`config.mk`:
```
export PLATFORM = sky130hd
export DESIGN_NAME = nec_ir_frame_decoder
export DESIGN_NICKNAME = d
export VERILOG_FILES = /design/src/sv/nec_ir_pkg.sv /design/src/sv/nec_ir_frame_decoder.sv
export SDC_FILE = /design/constraint.sdc
export NUM_CORES = 1
export LEC_CHECK = 0
export BUFFER_PORTS_ARGS = -buffer_cell sky130_fd_sc_hd__buf_2
export CAP_MARGIN = 10
export CORE_MARGIN = 2
export CORE_UTILIZATION = 40
export DETAILED_ROUTE_END_ITERATION = 7
export SLEW_MARGIN = 20
export SYNTH_ARGS = -nofsm -noshare
export SYNTH_HDL_FRONTEND = slang
export SYNTH_SLANG_ARGS = --single-unit
export TNS_END_PERCENT = 50
```
`constraint.sdc`:
```
create_clock -name clk -period 13.6 [get_ports clk]
set_input_delay 2.04 -clock clk [delete_from_list [all_inputs] [get_ports clk]]
set_output_delay 2.04 -clock clk [all_outputs]
set_load 0.01 [all_outputs]
```
`src/sv/nec_ir_pkg.sv`:
```
// Package for the NEC infrared frame decoder: decoder phase type, register
// indexes, event codes, register reset values and the result struct. No dependencies.
`timescale 1ns / 1ps

package nec_ir_pkg;

    typedef enum logic [1:0] {
        PH_IDLE  = 2'd0,
        PH_MARK  = 2'd1,
        PH_SPACE = 2'd2,
        PH_DATA  = 2'd3
    } phase_t;

    typedef enum logic [1:0] {
        EV_NONE   = 2'd0,
        EV_FRAME  = 2'd1,
        EV_REPEAT = 2'd2
    } event_t;

    localparam int CFG_INDEX_W = 3;
    localparam int CFG_DATA_W  = 16;
    localparam int NOM_W       = 16;
    localparam int HALF_W      = 12;

    localparam logic [CFG_INDEX_W-1:0] REG_HEADER_MARK  = 3'd0;
    localparam logic [CFG_INDEX_W-1:0] REG_HEADER_SPACE = 3'd1;
    localparam logic [CFG_INDEX_W-1:0] REG_REPEAT_SPACE = 3'd2;
    localparam logic [CFG_INDEX_W-1:0] REG_ONE_PERIOD   = 3'd3;
    localparam logic [CFG_INDEX_W-1:0] REG_ZERO_PERIOD  = 3'd4;
    localparam logic [CFG_INDEX_W-1:0] REG_HALF_WINDOW  = 3'd5;

    localparam logic [NOM_W-1:0]  RST_HEADER_MARK  = 16'd9000;
    localparam logic [NOM_W-1:0]  RST_HEADER_SPACE = 16'd4500;
    localparam logic [NOM_W-1:0]  RST_REPEAT_SPACE = 16'd2250;
    localparam logic [NOM_W-1:0]  RST_ONE_PERIOD   = 16'd2250;
    localparam logic [NOM_W-1:0]  RST_ZERO_PERIOD  = 16'd1125;
    localparam logic [HALF_W-1:0] RST_HALF_WINDOW  = 12'd250;

    localparam int FRAME_BITS = 32;

    typedef struct packed {
        logic [1:0] event_kind;
        logic [7:0] address;
        logic [7:0] command;
        logic       held_valid;
    } result_t;

endpackage

```
`src/sv/nec_ir_frame_decoder.sv`:
```
// NEC infrared frame decoder top level: per-edge decode state machine,
// configuration registers and a two-entry output buffer. Uses nec_ir_pkg.
`timescale 1ns / 1ps

// Usage
// - s_* channel: one item per receiver pin edge, pin level after the edge
//   (0 = IR active) and a free-running microsecond timestamp.
// - m_* channel: exactly one result item per input item, carrying the
//   event (none, new frame, repeat) and the held address/command/valid flag.
// - cfg_* channel: register writes by index, always ready; write only while
//   no item is in flight. Indexes past the last register are ignored.
// - Results are registered into the output register, or into the skid
//   register while one is stalled. One item per cycle while skid is empty;
//   decode state updates on accept, so the next edge's item follows directly.
// - The output side has an output register and a skid register, so one
//   extra item is taken while a result is stalled; s_tready drops only when
//   both hold results.
// - Reset: registers return to their nominal NEC timings, the decoder goes
//   idle, the held frame clears and both output entries empty.
// - Only the low TIME_BITS bits of the timestamp are used; elapsed time
//   wraps modulo 2^TIME_BITS.
module nec_ir_frame_decoder #(
    parameter int TIME_BITS = 32
) (
    input  logic        clk,
    input  logic        rst_n,

    input  logic        s_tvalid,
    output logic        s_tready,
    input  logic [39:0] s_tdata,   // [0] pin_level, [32:1] time_us, rest zero

    output logic        m_tvalid,
    input  logic        m_tready,
    output logic [23:0] m_tdata,   // [7:0] address, [15:8] command, [16] held_valid
    output logic [1:0]  m_tuser,   // [1:0] event_kind

    input  logic                               cfg_valid,
    output logic                               cfg_ready,
    input  logic [nec_ir_pkg::CFG_INDEX_W-1:0] cfg_index,
    input  logic [nec_ir_pkg::CFG_DATA_W-1:0]  cfg_data
);

    localparam int CMP_W = TIME_BITS + 1;

    // configuration
    logic [nec_ir_pkg::NOM_W-1:0]  header_mark_reg, header_space_reg, repeat_space_reg;
    logic [nec_ir_pkg::NOM_W-1:0]  one_period_reg, zero_period_reg;
    logic [nec_ir_pkg::HALF_W-1:0] half_window_reg;

    // decode state
    nec_ir_pkg::phase_t   phase_reg, phase_next;
    logic [TIME_BITS-1:0] time_mark_reg, time_mark_next;
    logic [31:0]          shift_bits_reg, shift_bits_next;
    logic [5:0]           bit_count_reg, bit_count_next;
    logic [7:0]           held_address_reg, held_address_next;
    logic [7:0]           held_command_reg, held_command_next;
    logic                 held_valid_reg, held_valid_next;

    // output buffer
    nec_ir_pkg::result_t out_reg, skid_reg, result;
    logic                out_valid_reg, skid_valid_reg;

    logic                 accept;
    logic                 active;
    logic [TIME_BITS-1:0] now, dt;
    logic                 win_mark, win_space, win_repeat, win_one, win_zero;
    logic                 check_ok;
    nec_ir_pkg::event_t   ev;

    function automatic logic in_window(
        input logic [TIME_BITS-1:0]         t,
        input logic [nec_ir_pkg::NOM_W-1:0] nominal,
        input logic [nec_ir_pkg::HALF_W-1:0] half
    );
        logic [nec_ir_pkg::NOM_W:0] lo;
        logic [nec_ir_pkg::NOM_W:0] hi;
        // lower bound saturates at zero
        lo = (nominal > nec_ir_pkg::NOM_W'(half))
           ? ({1'b0, nominal} - (nec_ir_pkg::NOM_W + 1)'(half))
           : '0;
        hi = {1'b0, nominal} + (nec_ir_pkg::NOM_W + 1)'(half);
        return (CMP_W'(t) >= CMP_W'(lo)) && (CMP_W'(t) <= CMP_W'(hi));
    endfunction

    assign cfg_ready = 1'b1;
    assign s_tready  = !skid_valid_reg;
    assign accept    = s_tvalid && s_tready;

    assign active = !s_tdata[0];
    assign now    = s_tdata[TIME_BITS:1];
    assign dt     = now - time_mark_reg;

    assign win_mark   = in_window(dt, header_mark_reg, half_window_reg);
    assign win_space  = in_window(dt, header_space_reg, half_window_reg);
    assign win_repeat = in_window(dt, repeat_space_reg, half_window_reg);
    assign win_one    = in_window(dt, one_period_reg, half_window_reg);
    assign win_zero   = in_window(dt, zero_period_reg, half_window_reg);

    assign check_ok = (shift_bits_reg[15:8] == ~shift_bits_reg[7:0])
                   && (shift_bits_reg[31:24] == ~shift_bits_reg[23:16]);

    // next phase
    always_comb
    begin
        phase_next = phase_reg;
        case (phase_reg)
            nec_ir_pkg::PH_IDLE:
            begin
                if (active)
                    phase_next = nec_ir_pkg::PH_MARK;
            end
            nec_ir_pkg::PH_MARK:
            begin
                phase_next = win_mark ? nec_ir_pkg::PH_SPACE : nec_ir_pkg::PH_IDLE;
            end
            nec_ir_pkg::PH_SPACE:
            begin
                if (!win_repeat && win_space)
                    phase_next = nec_ir_pkg::PH_DATA;
                else
                    phase_next = nec_ir_pkg::PH_IDLE;
            end
            nec_ir_pkg::PH_DATA:
            begin
                if (bit_count_reg[5])
                    phase_next = nec_ir_pkg::PH_IDLE;
                else if (active && !win_one && !win_zero)
                    phase_next = nec_ir_pkg::PH_IDLE;
            end
            default:
            begin
                phase_next = nec_ir_pkg::PH_IDLE;
            end
        endcase
    end

    // data path and event
    always_comb
    begin
        time_mark_next    = time_mark_reg;
        shift_bits_next   = shift_bits_reg;
        bit_count_next    = bit_count_reg;
        held_address_next = held_address_reg;
        held_command_next = held_command_reg;
        held_valid_next   = held_valid_reg;
        ev                = nec_ir_pkg::EV_NONE;
        case (phase_reg)
            nec_ir_pkg::PH_IDLE:
            begin
                if (active)
                    time_mark_next = now;
            end
            nec_ir_pkg::PH_MARK:
            begin
                if (win_mark)
                    time_mark_next = now;
                else
                    held_valid_next = 1'b0;
            end
            nec_ir_pkg::PH_SPACE:
            begin
                if (win_repeat)
                begin
                    if (held_valid_reg)
                        ev = nec_ir_pkg::EV_REPEAT;
                end
                else if (win_space)
                begin
                    time_mark_next = now;
                    bit_count_next = '0;
                end
                else
                begin
                    held_valid_next = 1'b0;
                end
            end
            nec_ir_pkg::PH_DATA:
            begin
                if (bit_count_reg[5])
                begin
                    // edge after the last bit ends the frame
                    if (check_ok)
                    begin
                        held_address_next = shift_bits_reg[7:0];
                        held_command_next = shift_bits_reg[23:16];
                        held_valid_next   = 1'b1;
                        ev                = nec_ir_pkg::EV_FRAME;
                    end
                end
                else if (active)
                begin
                    if (win_one || win_zero)
                    begin
                        time_mark_next  = now;
                        bit_count_next  = bit_count_reg + 6'd1;
                        shift_bits_next = {win_one, shift_bits_reg[31:1]};
                    end
                    else
                    begin
                        held_valid_next = 1'b0;
                    end
                end
            end
            default:
            begin
                held_valid_next = held_valid_reg;
            end
        endcase
    end

    always_comb
    begin
        result.event_kind = ev;
        result.address    = held_address_next;
        result.command    = held_command_next;
        result.held_valid = held_valid_next;
    end

    always_ff @(posedge clk or negedge rst_n)
    begin
        if (!rst_n)
        begin
            header_mark_reg  <= nec_ir_pkg::RST_HEADER_MARK;
            header_space_reg <= nec_ir_pkg::RST_HEADER_SPACE;
            repeat_space_reg <= nec_ir_pkg::RST_REPEAT_SPACE;
            one_period_reg   <= nec_ir_pkg::RST_ONE_PERIOD;
            zero_period_reg  <= nec_ir_pkg::RST_ZERO_PERIOD;
            half_window_reg  <= nec_ir_pkg::RST_HALF_WINDOW;
        end
        else if (cfg_valid && cfg_ready)
        begin
            case (cfg_index)
                nec_ir_pkg::REG_HEADER_MARK:  header_mark_reg  <= cfg_data;
                nec_ir_pkg::REG_HEADER_SPACE: header_space_reg <= cfg_data;
                nec_ir_pkg::REG_REPEAT_SPACE: repeat_space_reg <= cfg_data;
                nec_ir_pkg::REG_ONE_PERIOD:   one_period_reg   <= cfg_data;
                nec_ir_pkg::REG_ZERO_PERIOD:  zero_period_reg  <= cfg_data;
                nec_ir_pkg::REG_HALF_WINDOW:  half_window_reg  <= cfg_data[nec_ir_pkg::HALF_W-1:0];
                default: ;
            endcase
        end
    end

    always_ff @(posedge clk or negedge rst_n)
    begin
        if (!rst_n)
        begin
            phase_reg        <= nec_ir_pkg::PH_IDLE;
            time_mark_reg    <= '0;
            shift_bits_reg   <= '0;
            bit_count_reg    <= '0;
            held_address_reg <= '0;
            held_command_reg <= '0;
            held_valid_reg   <= 1'b0;
        end
        else if (accept)
        begin
            phase_reg        <= phase_next;
            time_mark_reg    <= time_mark_next;
            shift_bits_reg   <= shift_bits_next;
            bit_count_reg    <= bit_count_next;
            held_address_reg <= held_address_next;
            held_command_reg <= held_command_next;
            held_valid_reg   <= held_valid_next;
        end
    end

    // output register with skid entry
    always_ff @(posedge clk or negedge rst_n)
    begin
        if (!rst_n)
        begin
            out_valid_reg  <= 1'b0;
            skid_valid_reg <= 1'b0;
        end
        else if (!out_valid_reg || m_tready)
        begin
            if (skid_valid_reg)
            begin
                out_valid_reg  <= 1'b1;
                skid_valid_reg <= 1'b0;
            end
            else
            begin
                out_valid_reg <= accept;
            end
        end
        else if (accept)
        begin
            skid_valid_reg <= 1'b1;
        end
    end

    always_ff @(posedge clk)
    begin
        if (!out_valid_reg || m_tready)
        begin
            if (skid_valid_reg)
                out_reg <= skid_reg;
            else if (accept)
                out_reg <= result;
        end
        else if (accept)
        begin
            skid_reg <= result;
        end
    end

    assign m_tvalid = out_valid_reg;
    assign m_tuser  = out_reg.event_kind;
    assign m_tdata  = {7'b0, out_reg.held_valid, out_reg.command, out_reg.address};

endmodule

```
==> flow_summary.rst, run 1 <==
.. list-table::
   :header-rows: 1

   * - Metric
     - Value
   * - Outcome
     - completed
   * - Type of the tightest min-delay check
     - flip-flop to flip-flop
   * - Portion of the post-synthesis area used by sequential elements
     - between 20% and 30%
   * - Adder-cell area share of the yosys netlist
     - between 20% and 30%
   * - Power per Cell Area
     - roughly 260 nW/um2
   * - Post-Synth XOR/XNOR Area
     - under 10%
   * - First-pass GRT wire length
     - roughly 85 mm
   * - Area share of the largest cell type after synthesis
     - 19.3%
   * - Placer Congestion
     - about 0.89
   * - Number of DRC markers in iteration 0
     - between 800 and 900
   * - Die Outline Area
     - about 54000 um2
   * - Warning count from the yosys run
     - 0
   * - Share of layout cells above drive strength 1
     - 17.1%
   * - Pin count of the biggest net entering global routing
     - 65
   * - Launching element type of the critical path
     - input pin
   * - Setup TNS
     - 0 ns
   * - Setup violations, final
     - 0
   * - Number of setup buffers added after CTS
     - 0
   * - Count of cells resized by post-cts repair
     - 0
   * - # fillers
     - 5000
   * - Total Routing Usage GR
     - around 20%
   * - Internal power
     - 0.00309 W
   * - Dominant combinational cell family by area after synthesis
     - adder cells
   * - Commonest non-fill, non-tap cell in the layout
     - sky130_fd_sc_hd__ha_1
   * - Maximum level of the CTS H-tree
     - 1
   * - Number of clock sinks
     - around 220
   * - Minimum clock period
     - slightly above 8 ns
   * - Post-Syn Area per Cell
     - between 9 and 10 um2
   * - Slowest-stage cell, CP
     - sky130_fd_sc_hd__a2111oi_0
   * - Relative contribution of combinational cells to total power
     - slightly above 70%
   * - Number of cell rows
     - just over 80
   * - Die width
     - between 200 and 250 um
   * - Maximum count of clock buffers along a single path
     - 3
   * - Static leakage power
     - between 10 and 15 nW
   * - Worst hold margin
     - between 0.4 and 0.5 ns
   * - IR Drop Worst-Case VDD
     - 0.129 mV
   * - Proportion of synthesized area in mux cells
     - between 10% and 20%
   * - Layout Area Growth over Synthesis
     - 10.5%
   * - Number of I/O port buffers
     - 77
   * - Max Freq
     - 121 MHz
   * - Count of different cell masters after synthesis
     - 87
   * - Hold Violations, Final
     - 0
   * - Gate family responsible for the most delay along the worst path
     - compound AO/OA/AOI/OAI gates
   * - Vias in the first global route
     - approximately 17000
   * - Signal arrival time at the worst endpoint
     - between 8 and 9 ns
   * - Core Region
     - around 50000 um2
   * - Count of flip-flops with a built-in enable after synthesis
     - 38
   * - Ratio of final minimum period to clock period
     - between 60% and 70%
   * - WP buf/inv
     - 5
   * - Num CTS Buffers
     - 29
   * - CTS tree
     - done
   * - Most used flip-flop cell after synthesis
     - sky130_fd_sc_hd__dfrtp_1
   * - Yosys top cell by area
     - sky130_fd_sc_hd__ha_1
   * - Measured slew at the worst slew-check pin
     - between 1 and 1.5 ns
   * - Overall via count from detail_route
     - 16500
   * - Number of ports placed on the die boundary
     - 93
   * - Post-synthesis cell area
     - about 21000 um2
   * - Hold Buf Count CTS
     - 0
   * - Max-cap viol count
     - 0
   * - Clk pin slew, worst setup/hold paths
     - ~0.060 ns
   * - Die height
     - 232 um
   * - Final routed wire length divided by cell count
     - between 15 and 20 um
   * - Simple-gate share of the synthesized area
     - between 15 and 20%
   * - RSZ-0062 raised after global routing
     - no
   * - Area used by multi-input combinational logic
     - ~14000 um2
   * - Most frequent cells in the layout
     - sky130_fd_sc_hd__ha_1, sky130_fd_sc_hd__nand2_1, sky130_fd_sc_hd__mux2_2
   * - Dpl cells
     - around 3000
   * - Critical path capture point type
     - flip-flop
   * - Largest cells by area after synthesis
     - sky130_fd_sc_hd__ha_1, sky130_fd_sc_hd__dfrtp_1, sky130_fd_sc_hd__mux2_2
   * - Crit Path Class
     - input pin to flip-flop
   * - CTS root buf
     - sky130_fd_sc_hd__clkbuf_16
   * - Portion of total power attributed to the clock network
     - a little over an eighth
   * - Clock skew after layout
     - 0.0128 ns
   * - Number of slew-limit violations in the final report
     - 0
   * - Stage delay of the slowest cell on the critical path
     - 0.67 ns
   * - Compound-Gate Fraction of Synth Area
     - ~15%
   * - Gate count after technology mapping
     - approximately 2300
   * - Post-detailed-routing wire length
     - around 53 mm
   * - Count of state elements after synthesis
     - 221
   * - Switching share of total power
     - between 40% and 50%
   * - Half-perimeter wire length of the detailed placement result
     - approximately 42 mm
   * - Switching power of the nets
     - 0.00286 W
   * - Worst-case headroom to the max-slew limit
     - between 20 and 30%
   * - Portion of total power attributed to sequential cells
     - approximately 16%
   * - Count of non-filler cells in the finished layout
     - ~3000
   * - Share of synthesized registers carrying an async set or reset
     - 82.8%
   * - Via density per instance
     - 5.45
   * - Nets@finish
     - 2721
   * - Final global-route overflow total
     - 0
   * - Largest fanout on the critical path
     - 32
   * - Storage cell area
     - roughly 5800 um2
   * - Final ANT Viol Nets
     - 0
   * - Remaining routing DRC violations
     - 0
   * - Clock network latency to the later pin of the worst-skew pair
     - 0.58 ns
   * - Initial antenna violation count
     - 1
   * - Drt pass-1 iters
     - 5
   * - Worst path required time
     - 14.05 ns
   * - Initial core utilization
     - roughly two fifths
-- final timing paths --
path / cells after the start / from / end / slack [ns]
hold / removal: 2 / held_address_reg[2] / held_address_reg[2] / 0.47
max in group asynchronous: 2 / rst_n / one_period_reg[2] / 10.95
hold reg to reg: 2 / held_address_reg[2] / held_address_reg[2] / 0.47
min in group asynchronous: 1 / rst_n / time_mark_reg[1] / 1.42
setup / recovery: 26 / s_tdata[1] / time_mark_reg[3] / 5.36
setup reg to reg: 25 / half_window_reg[1] / time_mark_reg[8] / 5.43
-- layer usage --
metal / share of wire [%] / routed length (um) / track usage [%]
met1: 46 / 24600 / 25.5
met2: 47 / 25200 / 34.4
met3: 3.5 / 1860 / 1.85
met4: 2.7 / 1430 / 5.71
met5: 0 / 0 / 0
-- power by group through the flow --
stage	logic [W]	clock network, W	registers [W]
floorplan	0.00310	0	0.000892
global placement	0.00406	0	0.000952
detailed placement	0.00419	0	0.000954
CTS	0.00422	0.000832	0.000948
global route	0.00475	0.000856	0.000968
finish	0.00421	0.000803	0.000949
-- layout make-up --
cell class                      instances  area share (%)
Antenna cell                            1          0.0109
Clock buffer                           37            3.45
Clock inverter                         16           0.912
Inverter                              153            2.49
Multi-Input combinational cell       1814            61.8
Sequential cell                       221            25.0
Tap cell                              680            3.69
Timing Repair Buffer                  105            2.67
-- worst min-delay path: stages, from the launching register on --
cell	delay, ns
sky130_fd_sc_hd__dfrtp_1	0.34
sky130_fd_sc_hd__nand2_1	0.05
sky130_fd_sc_hd__nand2_1	0.05
-- synth_stat cells (all sizes together), types with 4 or more instances --
| master | instances |
|---|---|
| o21ai | 129 |
| mux2i | 4 |
| o211ai | 13 |
| fa | 11 |
| dfrtp | 152 |
| a31oi | 7 |
| ha | 322 |
| o31ai | 19 |
| nor3 | 40 |
| nand2 | 179 |
| o21a | 21 |
| and3 | 15 |
| nor3b | 11 |
| or4 | 6 |
| mux2 | 186 |
| a21boi | 8 |
| nor2b | 32 |
| o21bai | 15 |
| edfxtp | 38 |
| nand3b | 25 |
| nand2b | 31 |
| xor2 | 38 |
| nand4b | 5 |
| or2 | 6 |
| dfstp | 31 |
| a21oi | 150 |
| nand4 | 41 |
| a211oi | 20 |
| buf | 28 |
| a21o | 58 |
| nand3 | 62 |
| nor2 | 142 |
| a221oi | 7 |
| xnor2 | 103 |
| and2 | 7 |
| and4 | 4 |
| or3 | 11 |
| inv | 153 |
| nor4 | 21 |
| clkbuf | 47 |
| o41ai | 5 |
| o2111ai | 5 |
-- metrics by stage --
step | area, um2 | worst slack [ns] | util, % | total power [W]
after floorplan | 20900 | 6.32 | - | 0.00399
after global placement | 22000 | 4.85 | 42.8 | 0.00501
after detailed placement | 22000 | 4.84 | 42.8 | 0.00515
after CTS | 23000 | 5.35 | 44.8 | 0.00600
after global routing | 23000 | 4.84 | 44.8 | 0.00658
final | 23000 | 5.36 | 44.8 | 0.00596
-- kinds of logic (layout without fill, tap and decap cells) --
logic type | Yosys count | after routing
and+or+nand+nor | 650 | 650
AOI/OAI and AO/OA | 492 | 492
adders and majority gates | 333 | 333
buffers and inverters | 229 | 311
DFF | 221 | 221
muxes | 190 | 190
xor gates and xnor gates | 141 | 141
other | 2 | 9
(Power assumes the default switching activity.)
==> inputs of run 2 (changes only) <==
==> constraint.sdc (replaced) <==
create_clock -name clk -period 7.6 [get_ports clk]
set_input_delay 1.14 -clock clk [delete_from_list [all_inputs] [get_ports clk]]
set_output_delay 1.14 -clock clk [all_outputs]
set_load 0.01 [all_outputs]
==> flow_summary.rst, run 2 (synthesis results as in run 1) <==
.. list-table::
   :header-rows: 1

   * - Metric
     - Value
   * - CTS root buf
     - sky130_fd_sc_hd__clkbuf_16
   * - Number of DRC markers in iteration 0
     - about 920
   * - Layout Area Growth over Synthesis
     - 10.9%
   * - Commonest non-fill, non-tap cell in the layout
     - sky130_fd_sc_hd__ha_1
   * - Count of cells resized by post-cts repair
     - 0
   * - Count of non-filler cells in the finished layout
     - about 3000
   * - Cell area reported after detailed placement
     - 22100 um2
   * - Hold path cells
     - 2
   * - Number of I/O port buffers
     - between 70 and 80
   * - Initial core utilization
     - 40.6%
   * - Crit Path Class
     - flip-flop to flip-flop
   * - Number of ports placed on the die boundary
     - 93
   * - Remaining routing DRC violations
     - 0
   * - Initial antenna violation count
     - 0
   * - Number of setup buffers added after CTS
     - 0
   * - Placer Congestion
     - ~0.94
   * - Post-layout util
     - roughly 45%
   * - Max-cap viol count
     - 0
   * - Die Outline Area
     - around 54000 um2
   * - Half-perimeter wire length of the detailed placement result
     - around 43 mm
   * - Switching share of total power
     - between 40% and 50%
   * - Die width
     - ~230 um
   * - Post-detailed-routing wire length
     - around 54 mm
   * - Clock network latency to the later pin of the worst-skew pair
     - between 0.5 and 0.6 ns
   * - WP buf/inv
     - 4
   * - Relative contribution of combinational cells to total power
     - a little under three quarters
   * - Number of clock sinks
     - about 220
   * - Met1 Routed Length
     - between 20 and 30 mm
   * - First-pass GRT wire length
     - slightly below 90 mm
   * - Path depth of the worst reg2reg path
     - 27
   * - Drt pass-1 iters
     - 5
   * - Via density per instance
     - ~5.5
   * - Hold Buf Count CTS
     - 0
   * - Setup TNS
     - 0 ns
   * - Nets@finish
     - 2738
   * - Worst path required time
     - roughly 8.1 ns
   * - Gate family responsible for the most delay along the worst path
     - compound AO/OA/AOI/OAI gates
   * - Post-route cell area
     - 23100 um2
   * - Met3 layer wire length in the routed design
     - between 1.5 and 2 mm
   * - Number of slew-limit violations in the final report
     - 0
   * - Type of the tightest min-delay check
     - flip-flop to flip-flop
   * - Detail Route met2 WL
     - approximately 26 mm
   * - Internal power
     - about 0.0056 W
   * - Outcome
     - completed
   * - Critical path capture point type
     - flip-flop
   * - RSZ-0062 raised after global routing
     - no
   * - Most frequent cells in the layout
     - sky130_fd_sc_hd__ha_1, sky130_fd_sc_hd__nand2_1, sky130_fd_sc_hd__mux2_2
   * - IR Drop Worst-Case VDD
     - 0.254 mV
   * - Maximum level of the CTS H-tree
     - 1
   * - Portion of total power attributed to the clock network
     - 13.1%
   * - Clock skew after layout
     - roughly 0.027 ns
   * - Ratio of final minimum period to clock period
     - 92.7%
   * - Setup violations, final
     - 0
   * - DR top layer
     - met4
   * - Share of layout cells above drive strength 1
     - 17.6%
   * - Signal arrival time at the worst endpoint
     - 7.50 ns
   * - Core Region
     - between 50000 and 60000 um2
   * - Final global-route overflow total
     - 0
   * - Die height
     - roughly 230 um
   * - Power per Cell Area
     - approximately 470 nW/um2
   * - Max Freq
     - ~140 MHz
   * - Dpl cells
     - approximately 3000
   * - Num CTS Buffers
     - 28
   * - CP Depth
     - 27
   * - Slowest-stage cell, CP
     - sky130_fd_sc_hd__o41ai_1
   * - Worst hold margin
     - about 0.47 ns
   * - Maximum count of clock buffers along a single path
     - 3
   * - Pin count of the biggest net entering global routing
     - 64
   * - Total Routing Usage GR
     - 20.0%
   * - Final routed wire length divided by cell count
     - roughly 18 um
   * - CTS tree
     - done
   * - Overall via count from detail_route
     - ~17000
   * - Minimum clock period
     - 7.04 ns
   * - Hold Violations, Final
     - 0
   * - Measured slew at the worst slew-check pin
     - about 0.86 ns
   * - Largest fanout on the critical path
     - 32
   * - Number of cell rows
     - 83
   * - Launching element type of the critical path
     - flip-flop
   * - Final ANT Viol Nets
     - 0
   * - Switching power of the nets
     - between 0.005 and 0.006 W
   * - Portion of total power attributed to sequential cells
     - 15.6%
   * - Clk pin slew, worst setup/hold paths
     - 0.07 ns
   * - Vias in the first global route
     - between 15000 and 20000
   * - Stage delay of the slowest cell on the critical path
     - around 0.81 ns
   * - Cell seen most often among critical-path stages
     - sky130_fd_sc_hd__a21oi_1
   * - Worst-case headroom to the max-slew limit
     - between 40% and 50%
   * - Static leakage power
     - ~11 nW
[run 2: cell count changes in the layout (fill, tap and decap cells not counted), sizes merged]
| cell | before | now |
|---|---|---|
| clkinvlp | 3 | 1 |
| buf | 103 | 122 |
| clkinv | 7 | 9 |
| clkbuf | 39 | 36 |
| inv | 155 | 157 |
| bufinv | 4 | 3 |
[run 2: path summary, 6_finish.rpt]
check,from,to,slack [ns]
setup reg to reg,half_window_reg[1],time_mark_reg[7],0.56
max in group asynchronous,rst_n,held_address_reg[0],5.77
min in group asynchronous,rst_n,time_mark_reg[1],0.54
setup / recovery,half_window_reg[1],time_mark_reg[7],0.56
hold / removal,held_command_reg[4],held_command_reg[4],0.47
hold reg to reg,held_command_reg[4],held_command_reg[4],0.47
[run 2: cell type report]
type	count	area (um2)
fill	4989	28300
multi-input combinational	1814	14200
sequential	221	5760
tap	680	851
clock buffer	35	790
timing repair buffer	123	764
inverter	153	574
clock inverter	17	186
antenna	1	2.50
[run 2: power by group through the flow]
stage	Clock [W]	Combinational, W	Sequential (W)
finish	0.00141	0.00769	0.00168
CTS	0.00146	0.00767	0.00168
floorplan	0	0.00554	0.00160
detailed placement	0	0.00762	0.00169
global placement	0	0.00735	0.00169
global route	0.00151	0.00869	0.00172
[run 2: worst register-to-register path: stages, from the launching register on]
cell and delay [ns]:
sky130_fd_sc_hd__dfstp_2 0.53, sky130_fd_sc_hd__inv_1 0.20, sky130_fd_sc_hd__ha_1 0.41, sky130_fd_sc_hd__nand2b_1 0.17
sky130_fd_sc_hd__a21oi_1 0.20, sky130_fd_sc_hd__o21ai_0 0.12, sky130_fd_sc_hd__a21oi_1 0.21, sky130_fd_sc_hd__o21bai_1 0.09
sky130_fd_sc_hd__a21oi_1 0.19, sky130_fd_sc_hd__o21a_1 0.14, sky130_fd_sc_hd__o21bai_1 0.09, sky130_fd_sc_hd__a221oi_1 0.68
sky130_fd_sc_hd__nor3b_1 0.10, sky130_fd_sc_hd__nor4_1 0.41, sky130_fd_sc_hd__ha_1 0.33, sky130_fd_sc_hd__a21oi_1 0.20
sky130_fd_sc_hd__nor2b_1 0.06, sky130_fd_sc_hd__o21ai_0 0.22, sky130_fd_sc_hd__o211ai_1 0.13, sky130_fd_sc_hd__a311oi_1 0.22
sky130_fd_sc_hd__o32ai_1 0.14, sky130_fd_sc_hd__buf_4 0.18, sky130_fd_sc_hd__o41ai_1 0.81, sky130_fd_sc_hd__a211oi_1 0.17
sky130_fd_sc_hd__buf_4 0.19, sky130_fd_sc_hd__o221ai_4 0.06, sky130_fd_sc_hd__buf_12 0.27, sky130_fd_sc_hd__mux2_2 0.41
[run 2: per-stage QoR]
| step | power, W | setup slack, ns |
|---|---|---|
| floorplan | 0.00714 | 1.22 |
| global placement | 0.00904 | 0.613 |
| detailed placement | 0.00932 | 0.459 |
| CTS | 0.0108 | 0.657 |
| global route | 0.0119 | 0.117 |
| finish | 0.0108 | 0.556 |
[run 2: layer usage]
| layer | track usage, % | vias to the layer above |
|---|---|---|
| met1 | 26.1 | 8096 |
| met4 | 5.89 | 0 |
| li1 | - | 8300 |
| met2 | 34.9 | 268 |
| met3 | 1.94 | 72 |
| met5 | 0 | - |
